==> src/rtl/core/adcrb_pkg.sv <==
// Package for the ADC ring buffer refill core: field widths and constants.
// No dependencies; every other file of the core imports it.
package adcrb_pkg;

  localparam int SRC_IDX_W            = 32;
  localparam int WORD_W               = 64;
  localparam int HALF_W               = 32;
  localparam int DEF_LOCAL_INDEX_BITS = 11;
  localparam int LOCAL_STEP           = 2;

  localparam logic [SRC_IDX_W-1:0] SRC_SIZE_RST = SRC_IDX_W'(1);

endpackage

==> src/rtl/core/adcrb_if.sv <==
// Valid/ready channel interfaces for the input and result words of the core.
// Depends on adcrb_pkg for the field widths.
interface adcrb_in_if #(
  parameter int IDX_W = adcrb_pkg::DEF_LOCAL_INDEX_BITS
);
  import adcrb_pkg::*;

  logic                 valid;
  logic                 ready;
  logic                 reader_ready;
  logic                 source_ready;
  logic [SRC_IDX_W-1:0] source_write_index;
  logic [IDX_W-1:0]     reader_index;
  logic [WORD_W-1:0]    source_word;
  logic                 clear_error;

  modport source (
    output valid, reader_ready, source_ready, source_write_index, reader_index,
           source_word, clear_error,
    input  ready
  );
  modport sink (
    input  valid, reader_ready, source_ready, source_write_index, reader_index,
           source_word, clear_error,
    output ready
  );
endinterface

interface adcrb_out_if #(
  parameter int IDX_W = adcrb_pkg::DEF_LOCAL_INDEX_BITS
);
  import adcrb_pkg::*;

  logic                 valid;
  logic                 ready;
  logic                 write_enable;
  logic [IDX_W-1:0]     write_index;
  logic [HALF_W-1:0]    low_word;
  logic [HALF_W-1:0]    high_word;
  logic [SRC_IDX_W-1:0] source_read_index;
  logic [IDX_W-1:0]     local_write_index;
  logic                 underrun_error;

  modport source (
    output valid, write_enable, write_index, low_word, high_word, source_read_index,
           local_write_index, underrun_error,
    input  ready
  );
  modport sink (
    input  valid, write_enable, write_index, low_word, high_word, source_read_index,
           local_write_index, underrun_error,
    output ready
  );
endinterface

==> src/rtl/core/adcrb_in_stage.sv <==
// Input register of the refill core: captures one input word per handshake.
// Depends on adcrb_pkg for the field widths.
module adcrb_in_stage #(
  parameter int IDX_W = adcrb_pkg::DEF_LOCAL_INDEX_BITS
) (
  input  logic                           clk,
  input  logic                           rst_n,
  input  logic                           in_valid,
  output logic                           in_ready,
  input  logic                           in_reader_ready,
  input  logic                           in_source_ready,
  input  logic [adcrb_pkg::SRC_IDX_W-1:0] in_source_write_index,
  input  logic [IDX_W-1:0]               in_reader_index,
  input  logic [adcrb_pkg::WORD_W-1:0]    in_source_word,
  input  logic                           in_clear_error,
  input  logic                           take,
  output logic                           s_valid,
  output logic                           s_reader_ready,
  output logic                           s_source_ready,
  output logic [adcrb_pkg::SRC_IDX_W-1:0] s_source_write_index,
  output logic [IDX_W-1:0]               s_reader_index,
  output logic [adcrb_pkg::WORD_W-1:0]    s_source_word,
  output logic                           s_clear_error
);
  import adcrb_pkg::*;

  logic                 valid_r;
  logic                 valid_nxt;
  logic                 load;
  logic                 rdy_r;
  logic                 src_ok_r;
  logic [SRC_IDX_W-1:0] src_wr_r;
  logic [IDX_W-1:0]     rd_r;
  logic [WORD_W-1:0]    word_r;
  logic                 clr_r;

  assign in_ready  = !valid_r || take;
  assign load      = in_valid && in_ready;
  assign valid_nxt = load ? 1'b1 : (take ? 1'b0 : valid_r);

  always_ff @(posedge clk) begin
    if (!rst_n) begin
      valid_r <= 1'b0;
    end else begin
      valid_r <= valid_nxt;
    end
  end

  always_ff @(posedge clk) begin
    if (load) begin
      rdy_r    <= in_reader_ready;
      src_ok_r <= in_source_ready;
      src_wr_r <= in_source_write_index;
      rd_r     <= in_reader_index;
      word_r   <= in_source_word;
      clr_r    <= in_clear_error;
    end
  end

  assign s_valid              = valid_r;
  assign s_reader_ready       = rdy_r;
  assign s_source_ready       = src_ok_r;
  assign s_source_write_index = src_wr_r;
  assign s_reader_index       = rd_r;
  assign s_source_word        = word_r;
  assign s_clear_error        = clr_r;
endmodule

==> src/rtl/core/adcrb_step.sv <==
// Index state, underrun check and transfer decision of the refill core.
// Holds the source ring size register. Depends on adcrb_pkg.
module adcrb_step #(
  parameter int IDX_W = adcrb_pkg::DEF_LOCAL_INDEX_BITS
) (
  input  logic                           clk,
  input  logic                           rst_n,
  input  logic                           cfg_we,
  input  logic [adcrb_pkg::SRC_IDX_W-1:0] cfg_wdata,
  input  logic                           adv,
  input  logic                           reader_ready,
  input  logic                           source_ready,
  input  logic [adcrb_pkg::SRC_IDX_W-1:0] source_write_index,
  input  logic [IDX_W-1:0]               reader_index,
  input  logic [adcrb_pkg::WORD_W-1:0]    source_word,
  input  logic                           clear_error,
  output logic                           write_enable,
  output logic [IDX_W-1:0]               write_index,
  output logic [adcrb_pkg::HALF_W-1:0]    low_word,
  output logic [adcrb_pkg::HALF_W-1:0]    high_word,
  output logic [adcrb_pkg::SRC_IDX_W-1:0] source_read_index,
  output logic [IDX_W-1:0]               local_write_index,
  output logic                           underrun_error
);
  import adcrb_pkg::*;

  logic [SRC_IDX_W-1:0] size_r;
  logic [IDX_W-1:0]     prod_r;
  logic [IDX_W-1:0]     prod_nxt;
  logic [IDX_W-1:0]     last_rd_r;
  logic [SRC_IDX_W-1:0] cons_r;
  logic [SRC_IDX_W-1:0] cons_nxt;
  logic                 err_r;
  logic                 err_nxt;
  logic                 err_held;
  logic                 restart;
  logic [IDX_W-1:0]     prod_base;
  logic [SRC_IDX_W-1:0] cons_base;
  logic [SRC_IDX_W-1:0] cons_inc;
  logic                 full;
  logic                 empty;
  logic                 go;

  assign err_held = err_r && !clear_error;

  always_comb begin
    if (err_held) begin
      err_nxt = 1'b1;
    end else if (prod_r <= last_rd_r) begin
      err_nxt = (reader_index < last_rd_r) && (reader_index > prod_r);
    end else begin
      err_nxt = (reader_index < last_rd_r) || (reader_index > prod_r);
    end
  end

  assign restart   = err_nxt || !source_ready;
  assign prod_base = restart ? '0 : prod_r;
  assign cons_base = restart ? '0 : cons_r;

  assign full  = ((prod_base + IDX_W'(1)) == reader_index) ||
                 ((prod_base + IDX_W'(LOCAL_STEP)) == reader_index);
  assign empty = (source_write_index == cons_base);
  assign go    = reader_ready && source_ready && !full && !empty && !err_nxt;

  assign cons_inc = cons_base + SRC_IDX_W'(1);

  always_comb begin
    if (go) begin
      cons_nxt = (cons_inc == size_r) ? '0 : cons_inc;
      prod_nxt = prod_base + IDX_W'(LOCAL_STEP);
    end else begin
      cons_nxt = cons_base;
      prod_nxt = prod_base;
    end
  end

  always_ff @(posedge clk) begin
    if (!rst_n) begin
      size_r    <= SRC_SIZE_RST;
      prod_r    <= '0;
      last_rd_r <= '0;
      cons_r    <= '0;
      err_r     <= 1'b0;
    end else begin
      if (cfg_we) begin
        size_r <= cfg_wdata;
      end
      if (adv) begin
        prod_r    <= prod_nxt;
        last_rd_r <= reader_index;
        cons_r    <= cons_nxt;
        err_r     <= err_nxt;
      end
    end
  end

  assign write_enable      = go;
  assign write_index       = go ? prod_base : '0;
  assign low_word          = go ? source_word[HALF_W-1:0] : '0;
  assign high_word         = go ? source_word[WORD_W-1:HALF_W] : '0;
  assign source_read_index = cons_nxt;
  assign local_write_index = prod_nxt;
  assign underrun_error    = err_nxt;
endmodule

==> src/rtl/core/adcrb_out_stage.sv <==
// Result register of the refill core: holds one result word until taken.
// Depends on adcrb_pkg for the field widths.
module adcrb_out_stage #(
  parameter int IDX_W = adcrb_pkg::DEF_LOCAL_INDEX_BITS
) (
  input  logic                           clk,
  input  logic                           rst_n,
  input  logic                           s_valid,
  output logic                           take,
  input  logic                           r_write_enable,
  input  logic [IDX_W-1:0]               r_write_index,
  input  logic [adcrb_pkg::HALF_W-1:0]    r_low_word,
  input  logic [adcrb_pkg::HALF_W-1:0]    r_high_word,
  input  logic [adcrb_pkg::SRC_IDX_W-1:0] r_source_read_index,
  input  logic [IDX_W-1:0]               r_local_write_index,
  input  logic                           r_underrun_error,
  output logic                           out_valid,
  input  logic                           out_ready,
  output logic                           out_write_enable,
  output logic [IDX_W-1:0]               out_write_index,
  output logic [adcrb_pkg::HALF_W-1:0]    out_low_word,
  output logic [adcrb_pkg::HALF_W-1:0]    out_high_word,
  output logic [adcrb_pkg::SRC_IDX_W-1:0] out_source_read_index,
  output logic [IDX_W-1:0]               out_local_write_index,
  output logic                           out_underrun_error
);
  import adcrb_pkg::*;

  logic                 valid_r;
  logic                 valid_nxt;
  logic                 we_r;
  logic [IDX_W-1:0]     widx_r;
  logic [HALF_W-1:0]    lo_r;
  logic [HALF_W-1:0]    hi_r;
  logic [SRC_IDX_W-1:0] sri_r;
  logic [IDX_W-1:0]     lwi_r;
  logic                 err_r;

  assign take      = s_valid && (!valid_r || out_ready);
  assign valid_nxt = take ? 1'b1 : (out_ready ? 1'b0 : valid_r);

  always_ff @(posedge clk) begin
    if (!rst_n) begin
      valid_r <= 1'b0;
    end else begin
      valid_r <= valid_nxt;
    end
  end

  always_ff @(posedge clk) begin
    if (take) begin
      we_r   <= r_write_enable;
      widx_r <= r_write_index;
      lo_r   <= r_low_word;
      hi_r   <= r_high_word;
      sri_r  <= r_source_read_index;
      lwi_r  <= r_local_write_index;
      err_r  <= r_underrun_error;
    end
  end

  assign out_valid             = valid_r;
  assign out_write_enable      = we_r;
  assign out_write_index       = widx_r;
  assign out_low_word          = lo_r;
  assign out_high_word         = hi_r;
  assign out_source_read_index = sri_r;
  assign out_local_write_index = lwi_r;
  assign out_underrun_error    = err_r;
endmodule

==> src/rtl/core/adc_ring_buffer_refill_core.sv <==
// Top level of the ADC ring buffer refill core; depends on adcrb_pkg, the channel
// interfaces, adcrb_in_stage, adcrb_step and adcrb_out_stage.
// A result word is registered first in the input register and then in the result register.
// Throughput: one word per cycle unless out_chan stalls; the index update is a single
// compare-and-increment pass between the input register and the result register.
// Reset clears all indices and the error flag and sets the source ring size to one.
module adc_ring_buffer_refill_core #(
  parameter int LOCAL_INDEX_BITS = adcrb_pkg::DEF_LOCAL_INDEX_BITS
) (
  input  logic                           clk,
  input  logic                           rst_n,
  adcrb_in_if.sink                       in_chan,
  adcrb_out_if.source                    out_chan,
  input  logic                           cfg_we,
  input  logic [adcrb_pkg::SRC_IDX_W-1:0] cfg_wdata
);
  import adcrb_pkg::*;

  logic                        take;
  logic                        s_valid;
  logic                        s_reader_ready;
  logic                        s_source_ready;
  logic [SRC_IDX_W-1:0]        s_source_write_index;
  logic [LOCAL_INDEX_BITS-1:0] s_reader_index;
  logic [WORD_W-1:0]           s_source_word;
  logic                        s_clear_error;
  logic                        r_write_enable;
  logic [LOCAL_INDEX_BITS-1:0] r_write_index;
  logic [HALF_W-1:0]           r_low_word;
  logic [HALF_W-1:0]           r_high_word;
  logic [SRC_IDX_W-1:0]        r_source_read_index;
  logic [LOCAL_INDEX_BITS-1:0] r_local_write_index;
  logic                        r_underrun_error;

  adcrb_in_stage #(.IDX_W(LOCAL_INDEX_BITS)) u_in_stage (
    .clk                   (clk),
    .rst_n                 (rst_n),
    .in_valid              (in_chan.valid),
    .in_ready              (in_chan.ready),
    .in_reader_ready       (in_chan.reader_ready),
    .in_source_ready       (in_chan.source_ready),
    .in_source_write_index (in_chan.source_write_index),
    .in_reader_index       (in_chan.reader_index),
    .in_source_word        (in_chan.source_word),
    .in_clear_error        (in_chan.clear_error),
    .take                  (take),
    .s_valid               (s_valid),
    .s_reader_ready        (s_reader_ready),
    .s_source_ready        (s_source_ready),
    .s_source_write_index  (s_source_write_index),
    .s_reader_index        (s_reader_index),
    .s_source_word         (s_source_word),
    .s_clear_error         (s_clear_error)
  );

  adcrb_step #(.IDX_W(LOCAL_INDEX_BITS)) u_step (
    .clk                (clk),
    .rst_n              (rst_n),
    .cfg_we             (cfg_we),
    .cfg_wdata          (cfg_wdata),
    .adv                (take),
    .reader_ready       (s_reader_ready),
    .source_ready       (s_source_ready),
    .source_write_index (s_source_write_index),
    .reader_index       (s_reader_index),
    .source_word        (s_source_word),
    .clear_error        (s_clear_error),
    .write_enable       (r_write_enable),
    .write_index        (r_write_index),
    .low_word           (r_low_word),
    .high_word          (r_high_word),
    .source_read_index  (r_source_read_index),
    .local_write_index  (r_local_write_index),
    .underrun_error     (r_underrun_error)
  );

  adcrb_out_stage #(.IDX_W(LOCAL_INDEX_BITS)) u_out_stage (
    .clk                   (clk),
    .rst_n                 (rst_n),
    .s_valid               (s_valid),
    .take                  (take),
    .r_write_enable        (r_write_enable),
    .r_write_index         (r_write_index),
    .r_low_word            (r_low_word),
    .r_high_word           (r_high_word),
    .r_source_read_index   (r_source_read_index),
    .r_local_write_index   (r_local_write_index),
    .r_underrun_error      (r_underrun_error),
    .out_valid             (out_chan.valid),
    .out_ready             (out_chan.ready),
    .out_write_enable      (out_chan.write_enable),
    .out_write_index       (out_chan.write_index),
    .out_low_word          (out_chan.low_word),
    .out_high_word         (out_chan.high_word),
    .out_source_read_index (out_chan.source_read_index),
    .out_local_write_index (out_chan.local_write_index),
    .out_underrun_error    (out_chan.underrun_error)
  );

  a_no_write_on_error: assert property (@(posedge clk) disable iff (!rst_n)
    (out_chan.valid && out_chan.write_enable) |-> !out_chan.underrun_error)
    else $error("transfer reported while the underrun error is set");

  a_producer_step: assert property (@(posedge clk) disable iff (!rst_n)
    (out_chan.valid && out_chan.write_enable) |->
      (out_chan.local_write_index ==
       out_chan.write_index + LOCAL_INDEX_BITS'(LOCAL_STEP)))
    else $error("local producer index did not advance by two words");

  a_error_resets_indices: assert property (@(posedge clk) disable iff (!rst_n)
    (out_chan.valid && out_chan.underrun_error) |->
      (out_chan.local_write_index == '0 && out_chan.source_read_index == '0))
    else $error("indices not reset while the underrun error is set");

  a_idle_fields_zero: assert property (@(posedge clk) disable iff (!rst_n)
    (out_chan.valid && !out_chan.write_enable) |->
      (out_chan.write_index == '0 && out_chan.low_word == '0 &&
       out_chan.high_word == '0))
    else $error("write fields not cleared on a step without transfer");
endmodule
==> src/flat_wrapper.sv <==
// flat-port wrapper written by rule: the top's interface ports become plain ports
module adc_ring_buffer_refill_core_flat import adcrb_pkg::*;
#(
  parameter int LOCAL_INDEX_BITS = adcrb_pkg::DEF_LOCAL_INDEX_BITS
)
  (clk, rst_n, cfg_we, cfg_wdata, in_chan_valid, in_chan_reader_ready, in_chan_source_ready, in_chan_source_write_index, in_chan_reader_index, in_chan_source_word, in_chan_clear_error, in_chan_ready, out_chan_valid, out_chan_write_enable, out_chan_write_index, out_chan_low_word, out_chan_high_word, out_chan_source_read_index, out_chan_local_write_index, out_chan_underrun_error, out_chan_ready);
  adcrb_in_if in_chan_i ();
  adcrb_out_if out_chan_i ();
  input  logic clk;
  input  logic rst_n;
  input  logic cfg_we;
  input  logic [adcrb_pkg::SRC_IDX_W-1:0] cfg_wdata;
  input wire logic [$bits(in_chan_i.valid)-1:0] in_chan_valid;
  input wire logic [$bits(in_chan_i.reader_ready)-1:0] in_chan_reader_ready;
  input wire logic [$bits(in_chan_i.source_ready)-1:0] in_chan_source_ready;
  input wire logic [$bits(in_chan_i.source_write_index)-1:0] in_chan_source_write_index;
  input wire logic [$bits(in_chan_i.reader_index)-1:0] in_chan_reader_index;
  input wire logic [$bits(in_chan_i.source_word)-1:0] in_chan_source_word;
  input wire logic [$bits(in_chan_i.clear_error)-1:0] in_chan_clear_error;
  output wire logic [$bits(in_chan_i.ready)-1:0] in_chan_ready;
  output wire logic [$bits(out_chan_i.valid)-1:0] out_chan_valid;
  output wire logic [$bits(out_chan_i.write_enable)-1:0] out_chan_write_enable;
  output wire logic [$bits(out_chan_i.write_index)-1:0] out_chan_write_index;
  output wire logic [$bits(out_chan_i.low_word)-1:0] out_chan_low_word;
  output wire logic [$bits(out_chan_i.high_word)-1:0] out_chan_high_word;
  output wire logic [$bits(out_chan_i.source_read_index)-1:0] out_chan_source_read_index;
  output wire logic [$bits(out_chan_i.local_write_index)-1:0] out_chan_local_write_index;
  output wire logic [$bits(out_chan_i.underrun_error)-1:0] out_chan_underrun_error;
  input wire logic [$bits(out_chan_i.ready)-1:0] out_chan_ready;
  assign in_chan_i.valid = in_chan_valid;
  assign in_chan_i.reader_ready = in_chan_reader_ready;
  assign in_chan_i.source_ready = in_chan_source_ready;
  assign in_chan_i.source_write_index = in_chan_source_write_index;
  assign in_chan_i.reader_index = in_chan_reader_index;
  assign in_chan_i.source_word = in_chan_source_word;
  assign in_chan_i.clear_error = in_chan_clear_error;
  assign in_chan_ready = in_chan_i.ready;
  assign out_chan_valid = out_chan_i.valid;
  assign out_chan_write_enable = out_chan_i.write_enable;
  assign out_chan_write_index = out_chan_i.write_index;
  assign out_chan_low_word = out_chan_i.low_word;
  assign out_chan_high_word = out_chan_i.high_word;
  assign out_chan_source_read_index = out_chan_i.source_read_index;
  assign out_chan_local_write_index = out_chan_i.local_write_index;
  assign out_chan_underrun_error = out_chan_i.underrun_error;
  assign out_chan_i.ready = out_chan_ready;
  adc_ring_buffer_refill_core #(.LOCAL_INDEX_BITS(LOCAL_INDEX_BITS)) u_core (.clk(clk), .rst_n(rst_n), .in_chan(in_chan_i), .out_chan(out_chan_i), .cfg_we(cfg_we), .cfg_wdata(cfg_wdata));
endmodule
==> config.mk <==
export PLATFORM = sky130hd
export DESIGN_NAME = adc_ring_buffer_refill_core_flat
export DESIGN_NICKNAME = d
export VERILOG_FILES = /design/src/rtl/core/adcrb_pkg.sv /design/src/rtl/core/adcrb_if.sv /design/src/rtl/core/adcrb_in_stage.sv /design/src/rtl/core/adcrb_step.sv /design/src/rtl/core/adcrb_out_stage.sv /design/src/rtl/core/adc_ring_buffer_refill_core.sv /design/src/flat_wrapper.sv
export SDC_FILE = /design/constraint.sdc
export NUM_CORES = 1
export LEC_CHECK = 0
export ABC_CLOCK_PERIOD_IN_PS = 6800
export BUFFER_PORTS_ARGS = -buffer_cell sky130_fd_sc_hd__buf_2
export CORE_MARGIN = 2
export CORE_UTILIZATION = 57
export CTS_CLUSTER_DIAMETER = 100
export DETAILED_ROUTE_END_ITERATION = 8
export GPL_TIMING_DRIVEN = 0
export PLACE_DENSITY = 0.77
export SLEW_MARGIN = 20
export SYNTH_ARGS = -nofsm -noshare
export SYNTH_HDL_FRONTEND = slang
export SYNTH_SLANG_ARGS = --single-unit
==> constraint.sdc <==
create_clock -name clk -period 6.8 [get_ports clk]
set_clock_uncertainty 0.15 [all_clocks]
set_input_delay 1.02 -clock clk [delete_from_list [all_inputs] [get_ports clk]]
set_output_delay 1.02 -clock clk [all_outputs]
set_load 0.01 [all_outputs]
# Word-level counts from Yosys, hierarchy flattened
# Cells that the tools add are included.
[totals] ff_bits=319 inputBits=147 wordCells=63
[op_classes] addsub=3 n_lt_le_gt_ge=3 eq_ne=4 n_mux=11 n_reduce_logical=22
[ops] op="$mux 32" count=3
[ops] op="$eq 32x32->1" count=2
[ops] op="$add 32x1->32 const B" count=1
[ops] op="$eq 11x11->1" count=2
[ops] op="$mux 11" count=2
[ops] op="$add 11x1->11 const B" count=1
[ops] op="$add 11x2->11 const B" count=1
[ops] op="$gt 11x11->1" count=1
[ops] op="$le 11x11->1" count=1
[ops] op="$lt 11x11->1" count=1
[ops] op="$logic_and 1x1->1" count=8
[ops] op="$logic_not 1->1" count=7
[ops] op="$mux 1" count=6
[ops] op="$logic_or 1x1->1" count=5
[ops] op="$reduce_bool 2->1" count=2

# Logic depth before layout (Yosys ltp)
[depth] depth_word=14 ltp_mapped=32 mapped_depth_nobuf=25

# By module
# Synthesis repeated with hierarchy kept, for this count alone.
[hier_totals] hier_cells=1560 area_unflattened_um2=16383.2
[by_module_without_submodules] mod="adcrb_step" instances=1 cells_per_inst=1321 area_per_inst_um2=9371.5 seq_area_each_um2=1741.7
[by_module_without_submodules] mod="adcrb_out_stage" instances=1 cells_per_inst=124 area_per_inst_um2=3651.0 seq_area_each_um2=3623.5
[by_module_without_submodules] mod="adcrb_in_stage" instances=1 cells_per_inst=115 area_per_inst_um2=3360.7 seq_area_each_um2=3323.2

# Worst setup path after synthesis
# No wires, ideal clock.
[synth_timing] path_type="register to register" startpoint="register u_core.u_step.prod_r[6]" endpoint="register u_core.u_out_stage.sri_r[20] (netlist: u_core.u_out_stage.out_source_read_index[20]), data pin" arrival_ns=5.781 setup_slack_ns=0.603 path_stages_with_launch=31 path_buffers=7 period_less_slack_ns=6.197 cell_sequence="dfxtp_1 > clkbuf_1 > inv_1 > ha_1 > a21oi_1 > o21ai_1 > a2111oi_4 > nor2_1 > maj3_2 > buf_4 > nor2_4 > clkbuf_1 > nand2_1 > inv_1 > ha_1 > and3_1 > clkbuf_1 > nand2_1 > nor2_1 > xnor2_1 > nor3b_1 > a2111o_1 > nor4_1 > a31oi_1 > and2_1 > buf_4 > nor2b_1 > buf_2 > buf_2 > a22oi_1 > nor2_1"
[synth_between] elab_chain_cells=14 word_cells_on_any_way=25
[synth_rtl] element="start: declaration" line_no="adcrb_step.sv:28" rtl="logic [IDX_W-1:0] prod_r;"
[synth_rtl] element="start signal: assignment" line_no="adcrb_step.sv:89" rtl="prod_r <= prod_nxt;"
[synth_rtl] element="$gt 11x11->1" line_no="adcrb_step.sv:50, adcrb_step.sv:52"
[synth_rtl] element="$logic_or 1x1->1 or $logic_and 1x1->1 (tied branches)" line_no="adcrb_step.sv:52, adcrb_step.sv:50"
[synth_rtl] element="$mux 1 *" line_no="adcrb_step.sv:49" rtl="end else if (prod_r <= last_rd_r) begin"
[synth_rtl] element="$mux 1 *" line_no="adcrb_step.sv:47" rtl="if (err_held) begin"
[synth_rtl] element="$logic_or 1x1->1 *" line_no="adcrb_step.sv:56" rtl="assign restart = err_nxt || !source_ready;"
[synth_rtl] element="$mux 11 *" line_no="adcrb_step.sv:57" rtl="assign prod_base = restart ? '0 : prod_r;"
[synth_rtl] element="via u_core.u_step.prod_base[1]" line_no="adcrb_step.sv:37" rtl="logic [IDX_W-1:0] prod_base;"
[synth_rtl] element="$add 11x1->11 or $add 11x2->11 (tied branches)" line_no="adcrb_step.sv:60, adcrb_step.sv:61"
[synth_rtl] element="$eq 11x11->1 (on tied branches)" line_no="adcrb_step.sv:60, adcrb_step.sv:61"
[synth_rtl] element="$logic_or 1x1->1 *" line_no="adcrb_step.sv:60" rtl="assign full = ((prod_base + IDX_W'(1)) == reader_index) ||"
[synth_rtl] element="$logic_not 1->1 *" line_no="adcrb_step.sv:63" rtl="assign go = reader_ready && source_ready && !full && !empty && !err_nxt;"
[synth_rtl] element="$logic_and 1x1->1 * (3 in a row)" line_no="adcrb_step.sv:63"
[synth_rtl] element="$mux 32 *" line_no="adcrb_step.sv:68" rtl="if (go) begin"
[synth_rtl] element="via u_core.r_source_read_index[20]" line_no="adc_ring_buffer_refill_core.sv:31" rtl="logic [SRC_IDX_W-1:0] r_source_read_index;"
[synth_rtl] element="end signal: assignment" line_no="adcrb_out_stage.sv:56" rtl="sri_r <= r_source_read_index;"
[synth_rtl] element="end: declaration" line_no="adcrb_out_stage.sv:35" rtl="logic [SRC_IDX_W-1:0] sri_r;"
# Mark *: on every way through the listed nets, which the timed path passes. The rest lies on a longest branch.
# A chain may end at the register's enable or synchronous reset.

# Worst setup path after layout
[layout_timing] startpoint="register u_core.u_step.prod_r[7]" endpoint="register u_core.u_out_stage.sri_r[19] (netlist: u_core.u_out_stage.out_source_read_index[19]), data pin"
[layout_between] elab_chain_cells=14 word_cells_on_any_way=25
[layout_rtl] element="branches (longest 13 deep; another with $add 32x1->32)"
[layout_rtl] element="$mux 32 *" line_no="adcrb_step.sv:68"
[layout_rtl] element="via u_core.r_source_read_index[19]" line_no="adc_ring_buffer_refill_core.sv:31"
# Mark *: on every way through the listed nets, which the timed path passes.

==> results.sh <==
export IMPL_result_of_the_run="finished, final reports clean"
export IMPL_finalCritPeriodShare=0.9821
export IMPL_synth_sequential_area_ratio=0.5518
export IMPL_worst_setup_path_end_kind="register"
export IMPL_commonest_non_fill_non_tap_cell_in_the_layout="buf_2"
export IMPL_synth_distinct_cells=93
export IMPL_top_usage_layer="met2"
export IMPL_worst_skew_pair_late_latency_ns=0.54
export IMPL_fin_util=0.7099
export IMPL_synth_fa_ha_area_frac=0.02916
export IMPL_grt_use_total=0.3430
export IMPL_gr_usage_met3=0.09953
export IMPL_global_route_met1_usage=0.4437
export IMPL_route_final_wire_length_mm=50.60
export IMPL_path_class="register to register"
export IMPL_die_width_um=170.2
export IMPL_rrSetupSlack_ns=0.12
export IMPL_r2r_end="u_core.u_out_stage.out_source_read_index[19]"
export IMPL_clock_sink_count=319
export IMPL_final_layout_size_suffix_gt1_frac=0.2432
export IMPL_cts_hold_buffers=0
export IMPL_rows=60
export IMPL_startpoint_types="register"
export IMPL_r2r_worst_path_cells=27
export IMPL_detail_route_drc_violations=0
export IMPL_dp_final_hpwl_mm=37.27
export IMPL_critPathLaunch="u_core.u_step.prod_r[7]"
export IMPL_synth_top_area_cell="edfxtp_1"
export IMPL_cp_endpoint="u_core.u_out_stage.out_source_read_index[19]"
export IMPL_fmax_ghz=0.1497
export IMPL_worst_slew_pin_transition_ns=0.8535
export IMPL_num_nets_final=1964
export IMPL_synthSimpleGateAreaFrac=0.1724
export IMPL_grt_use_met2=0.5412
export IMPL_grt_antenna_before_repair=9
export IMPL_crit_fanout=10
export IMPL_tritoncts="done"
export IMPL_most_common_layout_cells="buf_2, edfxtp_1, nor2_1"
export IMPL_leakage_nw=7.242
export IMPL_place_worst_setup_slack_ns=-1.707
export IMPL_synth_top_cells_by_area="edfxtp_1, dfxtp_1, xnor2_1, and3_1, nor2_1"
export IMPL_cellPowerDensity_nw_per_um2=244.6
export IMPL_synth_flop_cell="edfxtp_1"
export IMPL_critPathArrivalTime_ns=6.89
export IMPL_final_setup_viol_count=0
export IMPL_synth_avg_cell_area_um2=10.76
export IMPL_vdd_drop_max_mv=0.2376
export IMPL_boundaryPins=269
export IMPL_gp_congestion=1.029
export IMPL_synth_enable_flop_cells=230
export IMPL_first_iter_violations=1555
export IMPL_gate_count_post_synth=1464
export IMPL_slew_violations=0
export IMPL_syn_to_final_growth_pct=21.84
export IMPL_synth_seq_cells=319
export IMPL_routedWlPerCell_um=23.48
export IMPL_fp_dieArea_um2=28970
export IMPL_timing_hold_violations_final=0
export IMPL_synth_async_reset_ratio=0
export IMPL_setup_slack_ns=0.1217
export IMPL_overflow=0
export IMPL_clock_transition_at_the_registers_of_the_reported_paths_ns=0.06
export IMPL_wire_length_of_the_first_global_routing_pass_mm=74.83
export IMPL_detailroute_via_count=13600
export IMPL_critical_path_reg2reg_startpoint="u_core.u_step.prod_r[7]"
export IMPL_critPathRequiredTime_ns=7.01
export IMPL_numCtsBuffers=35
export IMPL_max_cap_violations=0
export IMPL_post_synth_instance_area_um2=15750
export IMPL_placed_cell_area_um2=17650
export IMPL_via_per_inst=6.310
export IMPL_syn_num_nets=1646
export IMPL_clock_tree_htree_level_count=2
export IMPL_grt_pass1_vias=12860
export IMPL_clock_tree_root_cell="clkbuf_16"
export IMPL_synth_top_family_by_area="simple AND/OR/NAND/NOR gates"
export IMPL_synth_compound_area_frac=0.1311
export IMPL_post_synth_xor_area_fraction=0.05221
export IMPL_initial_standard_cell_utilization_of_the_core=0.5826
export IMPL_min_period_ns=6.678
export IMPL_dieHeight_um=170.2
export IMPL_port_buffer_count=266
export IMPL_max_clock_path_buffers=3
export IMPL_worst_slew_margin_rel=0.4310
export IMPL_standard_cell_core_area_um2=27030
export IMPL_share_of_the_synthesized_area_in_the_top_cell_type=0.4386
export IMPL_drt_pre_antenna_iters=8
export IMPL_grt_start_max_net_pins=56
export IMPL_synth_yosys_warnings=0
export IMPL_synth_mux_area_fraction=0.02304
export IMPL_final_area_um2=19180
export IMPL_final_instance_count_excl_fillers=2155
export IMPL_numPlacedInstances=2077
export IMPL_holdCritPathClass="register to register"
export IMPL_route_antenna_remaining_nets=0
layer usage:
| layer | wire length, µm | share of wire | vias to the layer above |
|---|---|---|---|
| met1 | 19120 | 0.38 | 6361 |
| met2 | 22850 | 0.45 | 967 |
| li1 | - | - | 6096 |
| met3 | 6364 | 0.13 | 170 |
| met4 | 2247 | 0.044 | 4 |
| met5 | 22 | 0.00043 | - |
report_power, final:
| group | total, mW | internal, mW | switching, mW |
|---|---|---|---|
| clock | 1.87 | 1.07 | 0.801 |
| combinational | 0.578 | 0.210 | 0.368 |
| sequential | 2.24 | 2.19 | 0.0544 |
| total | 4.69 | 3.47 | 1.22 |
registers in the layout, indices dropped and copies added, names as in the netlist, 11 cells and up:
signal,cells
u_core.u_step.prod_r,11
u_core.u_out_stage.out_local_write_index,11
u_core.u_out_stage.out_high_word,32
u_core.u_in_stage.s_reader_index,11
u_core.u_in_stage.s_source_word,64
u_core.u_out_stage.out_source_read_index,32
u_core.u_out_stage.out_write_index,11
u_core.u_in_stage.s_source_write_index,32
u_core.u_step.size_r,32
u_core.u_out_stage.out_low_word,32
u_core.u_step.last_rd_r,11
u_core.u_step.cons_r,32
synthesized netlist by cell type, types with 4 or more instances:
master and count:
edfxtp_1 230, nor2_1 126, nand2_1 95, and3_1 91
dfxtp_1 89, a21oi_1 88, clkbuf_1 83, xnor2_1 73
o21ai_0 50, nand3_1 45, inv_1 44, nor3_1 36
ha_1 35, mux2i_1 34, nor4_1 20, xor2_1 19
nand4_1 18, a31oi_1 17, buf_2 15, o31ai_1 15
o21ai_1 14, a22oi_1 12, a211oi_1 11, o211ai_1 11
o31a_1 11, nor2b_1 9, o22ai_1 9, or3_1 9
a21o_1 8, and2_1 8, nand3b_1 8, o41ai_1 7
or4_1 7, buf_1 6, nand2b_1 5, o32ai_1 5
nor3b_1 4, nor4b_1 4, o21a_1 4
cells by family after synthesis:
kind of cell / count (synthesis)
AO/OA/AOI/OAI: 310
AND/OR/NAND/NOR: 514
buffers and inverters: 155
multiplexers: 36
XOR/XNOR: 93
flip-flops: 319
adder cells (fa/ha/maj): 37
how the worst min path moves through the flow:
stage | start | endpoint | slack (ns) | cells past startpoint
after floorplan | u_core.u_step.last_rd_r[10] | u_core.u_step.last_rd_r[10] | 0.29 | 2
after global placement | u_core.u_step.last_rd_r[7] | u_core.u_step.last_rd_r[7] | 0.29 | 2
after detailed placement | u_core.u_step.last_rd_r[3] | u_core.u_step.last_rd_r[3] | 0.30 | 2
after CTS | u_core.u_step.last_rd_r[3] | u_core.u_step.last_rd_r[3] | 0.31 | 2
after global routing | u_core.u_step.last_rd_r[5] | u_core.u_step.last_rd_r[5] | 0.32 | 2
final | u_core.u_step.last_rd_r[3] | u_core.u_step.last_rd_r[3] | 0.31 | 2
layout make-up:
cell class | instances | area, µm²
buffer | 105 | 530.5
fill | 1993 | 7841
clock inverter | 28 | 255.2
sequential | 319 | 8692
tap | 341 | 426.7
inverter | 45 | 180.2
antenna | 5 | 12.51
timing repair buffer | 286 | 1579
clock buffer | 36 | 879.6
multi-input combinational | 990 | 6629
metrics by stage:
stage,hold slack (ns),total power [mW],setup TNS [ns]
2_1_floorplan,0.2863,2.586,0
3_3_place_gp,0.2934,2.798,-341.24
3_5_place_dp,0.2975,2.812,-214.99
4_1_cts,0.3056,4.681,0
5_1_grt,0.3217,4.826,-0.09195
6_report,0.3051,4.692,0
critical path, cell delays in order (launching register included):
cell and delay (ns):
dfxtp_1 0.44, buf_6 0.19, inv_1 0.12, ha_1 0.33, nand4_1 0.18, a211oi_2 0.10
a2111oi_4 0.33, buf_4 0.20, or2_1 0.11, maj3_2 0.29, buf_6 0.19, and3_2 0.27
ha_4 0.21, nand3_2 0.17, nor3_4 0.33, nand3_4 0.16, or4_4 0.59, nor3_2 0.19
xor2_2 0.25, nor2_1 0.08, a41oi_1 0.22, nand3_1 0.17, and4_4 0.22, nor2b_1 0.10
buf_2 0.25, buf_4 0.25, nand3_1 0.15, a21oi_2 0.23
repair_timing:
| item | in CTS | in global routing |
|---|---|---|
| pin swaps | 7 | 7 |
| gates resized for setup | 43 | 47 |
| endpoints found under the setup margin | 160 | 108 |
| buffers inserted | 11 | 3 |
(Power assumes the default switching activity.)
